[config.mk]
export PLATFORM = sky130hd
export DESIGN_NAME = sequential_interval_clustering
export DESIGN_NICKNAME = d
export VERILOG_FILES = /design/src/rtl/core/sic_pkg.sv /design/src/rtl/core/sequential_interval_clustering.sv /design/src/rtl/core/sic_near.sv /design/src/rtl/core/sic_div.sv /design/src/rtl/core/sic_axis.sv
export SDC_FILE = /design/constraint.sdc
export NUM_CORES = 2
export LEC_CHECK = 0
export BUFFER_PORTS_ARGS = -buffer_cell sky130_fd_sc_hd__buf_2
export CORE_UTILIZATION = 48
export DETAILED_ROUTE_END_ITERATION = 8
export MAX_ROUTING_LAYER = met4
export PLACE_DENSITY_LB_ADDON = 0.25
export RECOVER_POWER = 25
export SYNTH_ARGS = -nofsm -noshare
export SYNTH_HDL_FRONTEND = slang
export SYNTH_SLANG_ARGS = --single-unit
export TNS_END_PERCENT = 10
[constraint.sdc]
create_clock -name clk -period 9.6 [get_ports clk]
set_input_delay 0.96 -clock clk [delete_from_list [all_inputs] [get_ports clk]]
set_output_delay 0.96 -clock clk [all_outputs]
set_load 0.005 [all_outputs]
[src/rtl/core/sic_pkg.sv]
// Shared constants, codes and item types for the interval clustering block.
`timescale 1ns / 1ps
package sic_pkg;

  // Default widths of the fixed-point datapath
  localparam int FRAME_BITS_DEF = 32;
  localparam int FRAC_BITS_DEF  = 8;
  localparam int COUNT_BITS_DEF = 16;

  // Fixed field widths
  localparam int FIELD_W      = 32;
  localparam int DEV_W        = 24;
  localparam int FT_W         = 10;
  localparam int MIN_W        = 16;
  localparam int TOTAL_W      = 16;
  localparam int OUT_CNT_W    = 16;
  localparam int OUT_CENTER_W = 40;
  localparam int CFG_DATA_W   = 24;

  // Register values after reset
  localparam logic [DEV_W-1:0] START_DEV_RST = 24'd1000;
  localparam logic [DEV_W-1:0] END_DEV_RST   = 24'd1000;
  localparam logic [FT_W-1:0]  FT_RST        = 10'd40;
  localparam logic [MIN_W-1:0] MIN_SIZE_RST  = 16'd5;

  localparam logic [TOTAL_W-1:0] TOTAL_MAX = '1;

  typedef enum logic [1:0] {
    CFG_START_DEV,
    CFG_END_DEV,
    CFG_FRAME_TIME,
    CFG_MIN_SIZE
  } cfg_index_t;

  typedef enum logic [1:0] {
    ST_IDLE,
    ST_LOAD,
    ST_RUN,
    ST_UPDATE
  } state_t;

  typedef struct packed {
    logic [FIELD_W-1:0] start_frame;
    logic [FIELD_W-1:0] end_frame;
    logic               last_item;
  } in_item_t;

  typedef struct packed {
    logic                    started_new;
    logic [OUT_CNT_W-1:0]    member_position;
    logic                    closed_valid;
    logic [OUT_CNT_W-1:0]    closed_size;
    logic                    closed_accepted;
    logic [OUT_CNT_W-1:0]    accepted_count;
    logic [OUT_CNT_W-1:0]    final_size;
    logic                    final_accepted;
    logic [OUT_CENTER_W-1:0] center_start_out;
    logic [OUT_CENTER_W-1:0] center_end_out;
  } out_item_t;

  // Sequencing strobes from the controller to one axis
  typedef struct packed {
    logic load;
    logic mul_step;
    logic div_step;
  } axis_ctrl_t;

endpackage

[src/rtl/core/sequential_interval_clustering.sv]
// An accepted item passes through LOAD, RUN and UPDATE, and UPDATE waits while an earlier result
// is still pending; a new item is taken only back in IDLE. The length of RUN is set by the
// bit-serial distance-times-frame-time multiply and compare over all product bits; both
// running-mean divisions run alongside it, one quotient bit per cycle.
// Reset (synchronous): no open cluster, centers and accepted total zero, registers at
// deviations 1000, frame time 40, minimum size 5.
`timescale 1ns / 1ps
module sequential_interval_clustering #(
  parameter int FRAME_BITS = sic_pkg::FRAME_BITS_DEF,
  parameter int FRAC_BITS  = sic_pkg::FRAC_BITS_DEF,
  parameter int COUNT_BITS = sic_pkg::COUNT_BITS_DEF
) (
  input  logic                           clk,
  input  logic                           rst,
  input  logic                           in_valid,
  output logic                           in_ready,
  input  sic_pkg::in_item_t              in_data,
  output logic                           out_valid,
  input  logic                           out_ready,
  output sic_pkg::out_item_t             out_data,
  input  logic                           cfg_valid,
  output logic                           cfg_ready,
  input  sic_pkg::cfg_index_t            cfg_index,
  input  logic [sic_pkg::CFG_DATA_W-1:0] cfg_data
);

  localparam int CW     = FRAME_BITS + FRAC_BITS;
  localparam int PW     = CW + sic_pkg::FT_W;
  localparam int STEP_W = $clog2(PW);
  localparam logic [COUNT_BITS-1:0] COUNT_MAX = '1;

  // Configuration registers
  logic [sic_pkg::DEV_W-1:0]   start_spread;
  logic [sic_pkg::DEV_W-1:0]   end_spread;
  logic [sic_pkg::FT_W-1:0]    frame_time;
  logic [sic_pkg::MIN_W-1:0]   min_size;

  // Cluster state
  logic [CW-1:0]               center_start;
  logic [CW-1:0]               center_end;
  logic [COUNT_BITS-1:0]       member_count;
  logic [sic_pkg::TOTAL_W-1:0] accepted_total;

  // Item under work
  logic [CW-1:0]               pos_s;
  logic [CW-1:0]               pos_e;
  logic                        last_q;

  sic_pkg::state_t             state;
  sic_pkg::state_t             state_next;
  logic [STEP_W-1:0]           cnt;
  sic_pkg::axis_ctrl_t         ctrl;
  logic                        accept;
  logic                        upd_fire;

  logic [63:0]                 sf_wide;
  logic [63:0]                 ef_wide;
  logic [CW-1:0]               pos_s_in;
  logic [CW-1:0]               pos_e_in;

  logic [COUNT_BITS-1:0]       count_inc;
  logic                        near_s;
  logic                        near_e;
  logic [CW-1:0]               moved_s;
  logic [CW-1:0]               moved_e;

  logic                        joins;
  logic                        started;
  logic                        cvalid;
  logic                        cacc;
  logic                        facc;
  logic [COUNT_BITS-1:0]       mc1;
  logic [CW-1:0]               cs1;
  logic [CW-1:0]               ce1;
  logic [sic_pkg::TOTAL_W-1:0] total1;
  logic [sic_pkg::TOTAL_W-1:0] total2;
  logic [COUNT_BITS-1:0]       member_count_next;
  logic [CW-1:0]               center_start_next;
  logic [CW-1:0]               center_end_next;
  sic_pkg::out_item_t          out_next;

  assign cfg_ready = 1'b1;
  assign accept    = in_valid && in_ready;

  // Place frames in fixed point, taken modulo 2^FRAME_BITS
  assign sf_wide  = 64'(in_data.start_frame);
  assign ef_wide  = 64'(in_data.end_frame);
  assign pos_s_in = {sf_wide[FRAME_BITS-1:0], FRAC_BITS'(0)};
  assign pos_e_in = {ef_wide[FRAME_BITS-1:0], FRAC_BITS'(0)};

  // Divide by the count the cluster would have after a join
  assign count_inc = (member_count == COUNT_MAX) ? member_count : member_count + 1'b1;

  // Write configuration registers
  always_ff @(posedge clk) begin
    if (rst) begin
      start_spread <= sic_pkg::START_DEV_RST;
      end_spread   <= sic_pkg::END_DEV_RST;
      frame_time   <= sic_pkg::FT_RST;
      min_size     <= sic_pkg::MIN_SIZE_RST;
    end else if (cfg_valid && cfg_ready) begin
      unique case (cfg_index)
        sic_pkg::CFG_START_DEV:  start_spread <= cfg_data[sic_pkg::DEV_W-1:0];
        sic_pkg::CFG_END_DEV:    end_spread   <= cfg_data[sic_pkg::DEV_W-1:0];
        sic_pkg::CFG_FRAME_TIME: frame_time   <= cfg_data[sic_pkg::FT_W-1:0];
        sic_pkg::CFG_MIN_SIZE:   min_size     <= cfg_data[sic_pkg::MIN_W-1:0];
      endcase
    end
  end

  // Next state
  always_comb begin
    state_next = state;
    unique case (state)
      sic_pkg::ST_IDLE:   if (accept) state_next = sic_pkg::ST_LOAD;
      sic_pkg::ST_LOAD:   state_next = sic_pkg::ST_RUN;
      sic_pkg::ST_RUN:    if (cnt == STEP_W'(PW - 1)) state_next = sic_pkg::ST_UPDATE;
      sic_pkg::ST_UPDATE: if (!out_valid || out_ready) state_next = sic_pkg::ST_IDLE;
    endcase
  end

  // Controller outputs
  always_comb begin
    in_ready      = 1'b0;
    ctrl.load     = 1'b0;
    ctrl.mul_step = 1'b0;
    ctrl.div_step = 1'b0;
    upd_fire      = 1'b0;
    unique case (state)
      sic_pkg::ST_IDLE:   in_ready = 1'b1;
      sic_pkg::ST_LOAD:   ctrl.load = 1'b1;
      sic_pkg::ST_RUN: begin
        ctrl.mul_step = 1'b1;
        ctrl.div_step = cnt < STEP_W'(CW);
      end
      sic_pkg::ST_UPDATE: upd_fire = !out_valid || out_ready;
    endcase
  end

  // Advance state and step counter
  always_ff @(posedge clk) begin
    if (rst) begin
      state <= sic_pkg::ST_IDLE;
      cnt   <= '0;
    end else begin
      state <= state_next;
      if (ctrl.load) begin
        cnt <= '0;
      end else if (ctrl.mul_step) begin
        cnt <= cnt + 1'b1;
      end
    end
  end

  // Capture the item
  always_ff @(posedge clk) begin
    if (accept) begin
      pos_s  <= pos_s_in;
      pos_e  <= pos_e_in;
      last_q <= in_data.last_item;
    end
  end

  sic_axis #(
    .FRAME_BITS (FRAME_BITS),
    .FRAC_BITS  (FRAC_BITS),
    .COUNT_BITS (COUNT_BITS)
  ) u_axis_start (
    .clk        (clk),
    .ctrl       (ctrl),
    .pos_q      (pos_s),
    .center     (center_start),
    .dev        (start_spread),
    .frame_time (frame_time),
    .divisor    (count_inc),
    .near       (near_s),
    .moved      (moved_s)
  );

  sic_axis #(
    .FRAME_BITS (FRAME_BITS),
    .FRAC_BITS  (FRAC_BITS),
    .COUNT_BITS (COUNT_BITS)
  ) u_axis_end (
    .clk        (clk),
    .ctrl       (ctrl),
    .pos_q      (pos_e),
    .center     (center_end),
    .dev        (end_spread),
    .frame_time (frame_time),
    .divisor    (count_inc),
    .near       (near_e),
    .moved      (moved_e)
  );

  // Decide join or close, then apply the flush of the last item
  always_comb begin
    joins   = (member_count != '0) && near_s && near_e;
    started = !joins;
    cvalid  = !joins && (member_count != '0);
    cacc    = cvalid && (32'(member_count) >= 32'(min_size));
    total1  = (cacc && accepted_total != sic_pkg::TOTAL_MAX) ?
              accepted_total + 1'b1 : accepted_total;
    mc1     = joins ? count_inc : COUNT_BITS'(1);
    cs1     = joins ? moved_s : pos_s;
    ce1     = joins ? moved_e : pos_e;
    facc    = last_q && (32'(mc1) >= 32'(min_size));
    total2  = (facc && total1 != sic_pkg::TOTAL_MAX) ? total1 + 1'b1 : total1;

    member_count_next = last_q ? '0 : mc1;
    center_start_next = last_q ? '0 : cs1;
    center_end_next   = last_q ? '0 : ce1;

    out_next.started_new      = started;
    out_next.member_position  = sic_pkg::OUT_CNT_W'(32'(mc1));
    out_next.closed_valid     = cvalid;
    out_next.closed_size      = cvalid ? sic_pkg::OUT_CNT_W'(32'(member_count)) : '0;
    out_next.closed_accepted  = cacc;
    out_next.accepted_count   = total2;
    out_next.final_size       = last_q ? sic_pkg::OUT_CNT_W'(32'(mc1)) : '0;
    out_next.final_accepted   = facc;
    out_next.center_start_out = sic_pkg::OUT_CENTER_W'(64'(cs1));
    out_next.center_end_out   = sic_pkg::OUT_CENTER_W'(64'(ce1));
  end

  // Commit cluster state
  always_ff @(posedge clk) begin
    if (rst) begin
      center_start   <= '0;
      center_end     <= '0;
      member_count   <= '0;
      accepted_total <= '0;
    end else if (upd_fire) begin
      center_start   <= center_start_next;
      center_end     <= center_end_next;
      member_count   <= member_count_next;
      accepted_total <= total2;
    end
  end

  // Hold the result until it is taken
  always_ff @(posedge clk) begin
    if (rst) begin
      out_valid <= 1'b0;
    end else if (upd_fire) begin
      out_valid <= 1'b1;
    end else if (out_ready) begin
      out_valid <= 1'b0;
    end
  end

  always_ff @(posedge clk) begin
    if (upd_fire) begin
      out_data <= out_next;
    end
  end

  // A pending result must not be overwritten
  a_hold_update: assert property (@(posedge clk) disable iff (rst)
    state == sic_pkg::ST_UPDATE && out_valid && !out_ready |=> state == sic_pkg::ST_UPDATE)
    else $error("update left while result still pending");

  // A flush leaves no open cluster
  a_flush_clears: assert property (@(posedge clk) disable iff (rst)
    upd_fire && last_q |=> member_count == '0 && center_start == '0 && center_end == '0)
    else $error("flush did not clear the cluster");

  // Without a flush a cluster stays open
  a_open_after: assert property (@(posedge clk) disable iff (rst)
    upd_fire && !last_q |=> member_count != '0)
    else $error("no open cluster after a non-final item");

  // The accepted total never falls
  a_total_mono: assert property (@(posedge clk) disable iff (rst)
    1'b1 |=> accepted_total >= $past(accepted_total))
    else $error("accepted total decreased");

  // A new cluster has one member, and a close always opens a new one
  a_new_one: assert property (@(posedge clk) disable iff (rst)
    out_valid |-> (!out_data.started_new || out_data.member_position == 16'd1) &&
                  (!out_data.closed_valid || out_data.started_new))
    else $error("inconsistent new cluster report");

endmodule

[src/rtl/core/sic_near.sv]
// Bit-serial distance-times-frame-time multiplier with a serial compare against the bound.
`timescale 1ns / 1ps
module sic_near #(
  parameter int CENTER_W  = sic_pkg::FRAME_BITS_DEF + sic_pkg::FRAC_BITS_DEF,
  parameter int FRAC_BITS = sic_pkg::FRAC_BITS_DEF
) (
  input  logic                       clk,
  input  sic_pkg::axis_ctrl_t        ctrl,
  input  logic [CENTER_W-1:0]        offset,
  input  logic [sic_pkg::DEV_W-1:0]  dev,
  input  logic [sic_pkg::FT_W-1:0]   frame_time,
  output logic                       near
);

  localparam int PROD_W = CENTER_W + sic_pkg::FT_W;

  logic [PROD_W-1:0]            dev_ext;
  logic [PROD_W-1:0]            bound;
  logic [CENTER_W-1:0]          mcand;
  logic [sic_pkg::FT_W-1:0]     acc;
  logic [PROD_W-1:0]            bnd;
  logic                         lt;
  logic [sic_pkg::FT_W:0]       sum;
  logic                         p_bit;
  logic                         b_bit;
  logic                         lt_next;

  // Scale the deviation by 2.5 in fixed point: dev * 5 * 2^(FRAC_BITS-1)
  assign dev_ext = PROD_W'(dev);
  assign bound   = (dev_ext + (dev_ext << 2)) << (FRAC_BITS - 1);

  // Add frame_time for each distance bit; emit one product bit per step
  assign sum     = {1'b0, acc} + (mcand[0] ? {1'b0, frame_time} : '0);
  assign p_bit   = sum[0];
  assign b_bit   = bnd[0];
  // LSB-first less-than: a higher differing bit overrides the lower verdict
  assign lt_next = (~p_bit & b_bit) | (~(p_bit ^ b_bit) & lt);

  // Load operands, then shift one product bit out per step
  always_ff @(posedge clk) begin
    if (ctrl.load) begin
      mcand <= offset;
      acc   <= '0;
      bnd   <= bound;
      lt    <= 1'b0;
    end else if (ctrl.mul_step) begin
      mcand <= mcand >> 1;
      acc   <= sum[sic_pkg::FT_W:1];
      bnd   <= bnd >> 1;
      lt    <= lt_next;
    end
  end

  assign near = lt;

endmodule

[src/rtl/core/sic_div.sv]
// Restoring divider that retires one quotient bit per step.
`timescale 1ns / 1ps
module sic_div #(
  parameter int CENTER_W   = sic_pkg::FRAME_BITS_DEF + sic_pkg::FRAC_BITS_DEF,
  parameter int COUNT_BITS = sic_pkg::COUNT_BITS_DEF
) (
  input  logic                  clk,
  input  sic_pkg::axis_ctrl_t   ctrl,
  input  logic [CENTER_W-1:0]   dividend,
  input  logic [COUNT_BITS-1:0] divisor,
  output logic [CENTER_W-1:0]   quotient
);

  logic [CENTER_W-1:0]   dq;
  logic [COUNT_BITS-1:0] rem;
  logic [COUNT_BITS-1:0] dvs;
  logic [COUNT_BITS:0]   trial;
  logic [COUNT_BITS:0]   diff;
  logic                  fits;

  // Bring down the next dividend bit and try the subtract
  assign trial = {rem, dq[CENTER_W-1]};
  assign diff  = trial - {1'b0, dvs};
  assign fits  = ~diff[COUNT_BITS];

  // Shift quotient bits in as dividend bits leave
  always_ff @(posedge clk) begin
    if (ctrl.load) begin
      dq  <= dividend;
      rem <= '0;
      dvs <= divisor;
    end else if (ctrl.div_step) begin
      rem <= fits ? diff[COUNT_BITS-1:0] : trial[COUNT_BITS-1:0];
      dq  <= {dq[CENTER_W-2:0], fits};
    end
  end

  assign quotient = dq;

endmodule

[src/rtl/core/sic_axis.sv]
// One axis of the center: distance, join test and running-mean move.
`timescale 1ns / 1ps
module sic_axis #(
  parameter int FRAME_BITS = sic_pkg::FRAME_BITS_DEF,
  parameter int FRAC_BITS  = sic_pkg::FRAC_BITS_DEF,
  parameter int COUNT_BITS = sic_pkg::COUNT_BITS_DEF
) (
  input  logic                                clk,
  input  sic_pkg::axis_ctrl_t                 ctrl,
  input  logic [FRAME_BITS+FRAC_BITS-1:0]     pos_q,
  input  logic [FRAME_BITS+FRAC_BITS-1:0]     center,
  input  logic [sic_pkg::DEV_W-1:0]           dev,
  input  logic [sic_pkg::FT_W-1:0]            frame_time,
  input  logic [COUNT_BITS-1:0]               divisor,
  output logic                                near,
  output logic [FRAME_BITS+FRAC_BITS-1:0]     moved
);

  localparam int CW = FRAME_BITS + FRAC_BITS;

  logic          up_c;
  logic          up;
  logic [CW-1:0] offset;
  logic [CW-1:0] quot;

  // Absolute distance between item and center
  assign up_c   = pos_q >= center;
  assign offset = up_c ? pos_q - center : center - pos_q;

  // Hold the direction of the move for the update
  always_ff @(posedge clk) begin
    if (ctrl.load) begin
      up <= up_c;
    end
  end

  sic_near #(
    .CENTER_W  (CW),
    .FRAC_BITS (FRAC_BITS)
  ) u_near (
    .clk        (clk),
    .ctrl       (ctrl),
    .offset     (offset),
    .dev        (dev),
    .frame_time (frame_time),
    .near       (near)
  );

  sic_div #(
    .CENTER_W   (CW),
    .COUNT_BITS (COUNT_BITS)
  ) u_div (
    .clk      (clk),
    .ctrl     (ctrl),
    .dividend (offset),
    .divisor  (divisor),
    .quotient (quot)
  );

  // Step the center toward the item by the truncated quotient
  assign moved = up ? center + quot : center - quot;

endmodule
=== Word level (Yosys, flattened, before mapping) ===
Cells that the tools add are included.

* Register bits: 740
* Logic and storage cells: 153
* Output and inout bits: 151
* Bits of input ports: 96

* Reductions and logical operators: 23
* Bitwise logic cells: 14
* Multiplexer cells: 39
* Order comparisons: 5
* Equality and inequality tests: 13
* Add/sub/neg operators: 18

{| class="wikitable"
|+ Operators with widths
! kind !! number
|-
| $mux W40 || 16
|-
| $sub A40 B40 Y40 || 6
|-
| $mux W50 || 4
|-
| $mux W16 || 7
|-
| $add A40 B40 Y40 || 2
|-
| $ge A40 B40 Y1 || 2
|-
| $add A24 B26 Y27 || 2
|-
| $add A16 B1 Y16 const B || 3
|-
| $sub A17 B16 Y17 || 2
|-
| $ge A16 B16 Y1 || 2
|-
| $ne A16 B16 Y1 const B || 2
|-
| $add A10 B10 Y11 || 2
|-
| $mux W10 || 2
|-
| $eq A16 B16 Y1 const B || 1
|-
| $reduce_bool A16 Y1 || 1
|-
| $eq A2 B2 Y1 const B || 4
|-
| $logic_and A1 B1 Y1 || 8
|-
| $mux W2 || 4
|-
| $pmux W2 S4 || 1
|-
| $reduce_and A2 Y1 || 4
|-
| $add A6 B1 Y6 const B || 1
|-
| $eq A6 B6 Y1 const B || 1
|-
| $lt A6 B6 Y1 const B || 1
|-
| $ne A2 B2 Y1 const B || 3
|-
| other kinds (12) || 31
|}

=== Logic depth before layout (Yosys ltp) ===
* Word-level depth: 11
* Gate-level depth with buffers: 23
* Gate-level depth less buffers: 21

=== Modules after synthesis ===
Synthesis repeated with hierarchy kept, for this count alone.

* Cell total of the unflattened synthesis: 5348
* Area, all modules: 49615.1 um^2

{| class="wikitable"
|+ By module, submodules not included
! module !! sequential area each (um^2) !! area an instance (um^2) !! cells each !! instances
|-
| sequential_interval_clustering || 10299.9 || 16832.4 || 1616 || 1
|-
| sic_near || 2372.3 || 4919.7 || 421 || 2
|-
| sic_axis (u_axis_start) || 30.0 || 7785.0 || 1141 || 1
|-
| sic_div || 2001.9 || 3819.9 || 317 || 2
|-
| sic_axis (u_axis_end) || 30.0 || 7518.5 || 1115 || 1
|}

=== Worst setup path before layout ===
OpenSTA, ideal clock, no wires.

* Kind: input -> register
* Start: in out_ready
* End: reg member_count[4]
* Setup time: 0.075 ns
* Data required time: 9.525 ns
* Stages on the path: 8
* Slack: 3.750 ns
* Data arrival time: 5.775 ns
* Path buffers: 2
* Cell sequence: nand2b_1 -> nand2_1 -> clkinv_1 -> nor2_1 -> clkbuf_1 -> clkbuf_1 -> nand2_1 -> o21ai_0

* Cells in the longest elaborated chain, start to end: 2

{| class="wikitable"
|+ Ends and longest elaborated chain
! element !! line !! text
|-
| start: declaration || sequential_interval_clustering.sv:19 || <nowiki>input logic out_ready,</nowiki>
|-
| $logic_or A1 B1 Y1 || sequential_interval_clustering.sv:136 || <nowiki>sic_pkg::ST_UPDATE: upd_fire = !out_valid || out_ready;</nowiki>
|-
| $mux W1 || sequential_interval_clustering.sv:129 || <nowiki>unique case (state)</nowiki>
|-
| net upd_fire || sequential_interval_clustering.sv:54 || <nowiki>logic upd_fire;</nowiki>
|-
| end signal: assignment || sequential_interval_clustering.sv:236 || <nowiki>member_count <= member_count_next;</nowiki>
|-
| end: declaration || sequential_interval_clustering.sv:41 || <nowiki>logic [COUNT_BITS-1:0] member_count;</nowiki>
|}

The timed path passes the listed nets, and every way through them passes these cells.
A chain may end at the register's enable or synchronous reset.

=== Final worst setup path ===
* Start: reg state[0]
* End: reg center_end[32]

* Cells in the longest elaborated chain, start to end: 2

{| class="wikitable"
|+ Ends and longest elaborated chain
! element !! line !! text
|-
| start: declaration || sequential_interval_clustering.sv:49 || <nowiki>sic_pkg::state_t state;</nowiki>
|-
| start signal: assignment || sequential_interval_clustering.sv:143 || <nowiki>state <= sic_pkg::ST_IDLE;</nowiki>
|-
| start signal: assignment || sequential_interval_clustering.sv:146 || <nowiki>state <= state_next;</nowiki>
|-
| $eq A2 B2 Y1 || sequential_interval_clustering.sv:129 ||
|-
| $mux W1 || sequential_interval_clustering.sv:129 ||
|-
| net upd_fire || sequential_interval_clustering.sv:54 ||
|-
| end signal: assignment || sequential_interval_clustering.sv:235 || <nowiki>center_end <= center_end_next;</nowiki>
|-
| end: declaration || sequential_interval_clustering.sv:40 || <nowiki>logic [CW-1:0] center_end;</nowiki>
|}

The timed path passes the listed nets, and every way through them passes these cells.

==> impl_metrics.csv <==
group,metric,value,unit
critical_path,r2r_start,"state[0]",
clocking,clkTransAtPathRegs,0.06,ns
sta,slew_headroom,-113,%
detailed_routing,wl_per_cell,20.0,um
final_layout,multi_input_area,0.0251,mm2
global_routing,grt_pass1_wl,204000,um
pwr,power_leakage,20.5,nW
hold_path,holdPathStages,2,
global_routing,grt_start_max_net_pins,193,
job,drv_cap,7,
critical_path,startpoint_type,"flop",
critical_path,worstPathCellList,"ha_1 > nand2_1 > clkinvlp_2 > nor2_4 > buf_4 > a22o_1",
die,die_y,311,um
sta,timing_worst_slew_pin_value,3.20,ns
critical_path,r2r-end,"center_end[32]",
final_layout,regArea,0.0186,mm2
global_routing,antenna_found_initial,4,
run_status,status,"finished with violations",
final_layout,nFillCells,8700,
critical_path,ff2ff_path_depth,6,
logic_synthesis,ys_ff_latch,708,
sta,finalCritPeriodShare,67.0,%
logic_synthesis,yosysWarningCount,0,
sta,slew_violations,268,
clocking,cts_root_buf,"clkbuf_16",
global_routing,grt.total_usage,27.2,%
logic_synthesis,synth_nets,5547,
sta,finClkSkew,0.0218,ns
hold_path,hold_start,"min_size[4]",
place,place_congestion,0.983,
detailed_routing,viasPerCell,5.81,
sta,rsz0062_at_grt,"no",
detailed_routing,wl,131000,um
clocking,cts_hold_buffers,0,
clocking,cts.sinks,708,
critical_path,cp_top_family,"buffers and inverters",
critical_path,worstPathRequired,10.18,ns
die,die_w,311,um
die,rows,113,
pwr,power.density,266,mW/mm2
die,initial_utilization,48.4,%
die,coreArea,0.0949,mm2
critical_path,critPathCaptureType,"flop",
final_layout,final_cell_mix,"nand2_1 (536), edfxtp_1 (445), a21oi_1 (439)",
sta,finalHoldViolations,0,
clocking,tritoncts,"yes",
run_status,violations,"capacitance limit, slew limit",
sta,setup_violations,0,
clocking,clock_latency,0.65,ns
final_layout,fin_cells,6557,
global_routing,overflow,0,
critical_path,path_class,"flop to flop",
detailed_routing,drtPass1Iterations,5,
critical_path,crit_fanout,43,
detailed_routing,vias,38100,
place,placed_cells,6405,
logic_synthesis,yosys_most_used_dff,"edfxtp_1",
place,dp.final_hpwl,96100,um
detailed_routing,drc,0,
logic_synthesis,synth.avg_cell_area,9.03,um2
final_layout,drive_above_1_share,8.20,%
logic_synthesis,synth-edff-count,445,
sta,whs,0.465,ns
sta,max_freq,155,MHz
detailed_routing,drt_iter0_drc,3399,
final_layout,area_growth,10.5,%
clocking,cts_buffer_depth,3,
die,ios,247,
detailed_routing,antenna_left,0,
clocking,h-tree-depth,3,
global_routing,grt_pass1_vias,36000,
die,dieArea,0.0969,mm2
critical_path,critPathMaxStageDelay,2.45,ns
logic_synthesis,syn_area,0.0459,mm2
hold_path,holdPathEnd,"min_size[4]",
clocking,numCtsBuffers,81,
sta,fin_setup_tns,0,ns
pwr,ir_worst_vdd,0.183,mV
critical_path,path_buf_inv,2,
clocking,postCtsSetupBuffers,0,
clocking,post_cts_resized,0,
critical_path,worstPathArrival,7.01,ns
sta,period_needed,6.43,ns
logic_synthesis,synthCells,5085,
critical_path,cp_slowest_cell,"clkinvlp_2",
critical_path,r2r_slack,3.17,ns
place,portBuffers,245,
final_layout,nNetsFinal,5685,
logic_synthesis,ys_types,93,
logic_synthesis,ys_seq_area_share,40.6,%
hold_path,hp-class,"flop to flop",
final_layout,final_common_cell,"nand2_1",
logic_synthesis,async_reset_ff_share,0,%
worst reg2reg max path: cells and delay by family (launching register included):
family,cells,cell delay [ns]
AO/OA/AOI/OAI,1,0.28
adder cells (fa/ha/maj),1,0.24
buffers and inverters,2,3.08
flip-flops,1,0.35
AND/OR/NAND/NOR,2,2.42
routing by layer:
metal | up-vias | share of wire, % | GRT usage (%) | routed length [um]
li1 | 18600 | - | - | -
met1 | 18200 | 45 | 36.7 | 59500
met2 | 1139 | 46 | 43.3 | 60800
met3 | 189 | 5.7 | 2.83 | 7450
met4 | 0 | 2.5 | 7.39 | 3210
met5 | - | 0 | - | 0
flip-flops by register name, summed over array words and instances, names as in the netlist, 24 cells and up:
register	count
u_axis_start.u_near.bnd	34
u_axis_end.u_near.bnd	34
end_spread	24
u_axis_end.u_div.quotient	40
center_end	40
u_axis_start.u_div.quotient	40
u_axis_end.u_near.mcand	40
pos_s	32
start_spread	24
u_axis_start.u_near.mcand	40
pos_e	32
center_start	40
out_data	148
kinds of logic (layout without fill, tap and decap cells):
group | after synthesis | count (layout) | share of synthesized area [%]
other cells | 1 | 2 | 0.00817
xor+xnor | 299 | 299 | 5.70
simple gates | 1529 | 1529 | 15.4
buf+inv | 578 | 784 | 4.81
compound gates | 1475 | 1475 | 20.4
fa+ha+maj | 366 | 366 | 10.1
mux | 129 | 129 | 2.93
flops | 708 | 708 | 40.6
worst max-delay path by stage:
stage / startpoint / endpoint / slack (ns) / depth (start not counted)
after global placement: u_axis_start.u_div.quotient[8] / out_data[79] / 3.89 / 17
final: state[0] / center_end[32] / 3.17 / 6
after detailed placement: u_axis_start.u_div.quotient[8] / out_data[79] / 3.89 / 17
after floorplan: out_ready / member_count[4] / 3.75 / 8
after CTS: u_axis_start.u_div.quotient[8] / out_data[79] / 3.85 / 17
after global routing: state[0] / center_end[24] / 2.71 / 7
through the flow:
step | power [mW] | setup slack [ns] | instance area (um2) | utilization, %
after floorplan | 8.90 | 3.75 | 45900 | -
after global placement | 10.3 | 3.89 | 48200 | 50.8
after detailed placement | 10.4 | 3.89 | 48200 | 50.8
after CTS | 13.6 | 3.85 | 50900 | 53.6
after global routing | 14.4 | 2.71 | 50700 | 53.5
final | 13.5 | 3.17 | 50700 | 53.5
final cells by class:
class	instances	area share (%)
Tap cell	1265	3.12
Inverter	353	2.63
Clock buffer	112	4.57
Sequential cell	708	36.7
Timing Repair Buffer	280	2.80
Clock inverter	39	0.661
Multi-Input combinational cell	3799	49.5
Antenna cell	1	0.00493
where the power goes:
part,switching (mW),internal (mW),leakage (nW)
clock,1.31,1.78,1.31
sequential,0.486,4.37,6.36
combinational,3.50,2.05,12.8
total,5.30,8.20,20.5
synth_stat cells (all sizes together) (9+ instances only):
cell type | n | area share [%]
o221ai | 9 | 0.17
o21ai | 336 | 3.7
ha | 356 | 9.7
nor2 | 408 | 3.4
o31ai | 26 | 0.43
a21boi | 21 | 0.34
a32oi | 11 | 0.21
nand4 | 55 | 0.75
o211ai | 27 | 0.44
a2111oi | 10 | 0.20
a22o | 35 | 0.67
a21oi | 440 | 4.8
and3 | 38 | 0.52
o41ai | 12 | 0.23
nor2b | 43 | 0.59
or3 | 35 | 0.48
nand3b | 15 | 0.25
fa | 10 | 0.44
xnor2 | 164 | 3.1
a32o | 13 | 0.28
mux2 | 41 | 1.0
clkbuf | 187 | 1.5
buf | 38 | 0.39
mux2i | 88 | 1.9
nand3 | 90 | 0.98
nor4 | 28 | 0.38
a31oi | 42 | 0.57
a211oi | 56 | 0.95
dfxtp | 263 | 11
or2 | 18 | 0.25
xor2 | 135 | 2.6
nand2b | 44 | 0.60
or4 | 14 | 0.24
nor3 | 116 | 1.3
and2 | 56 | 0.76
edfxtp | 445 | 29
a21o | 121 | 2.0
nand2 | 536 | 4.4
a22oi | 50 | 0.82
o21bai | 73 | 1.2
o21a | 102 | 1.7
inv | 351 | 2.9
a211o | 10 | 0.19
(Power assumes the default switching activity.)
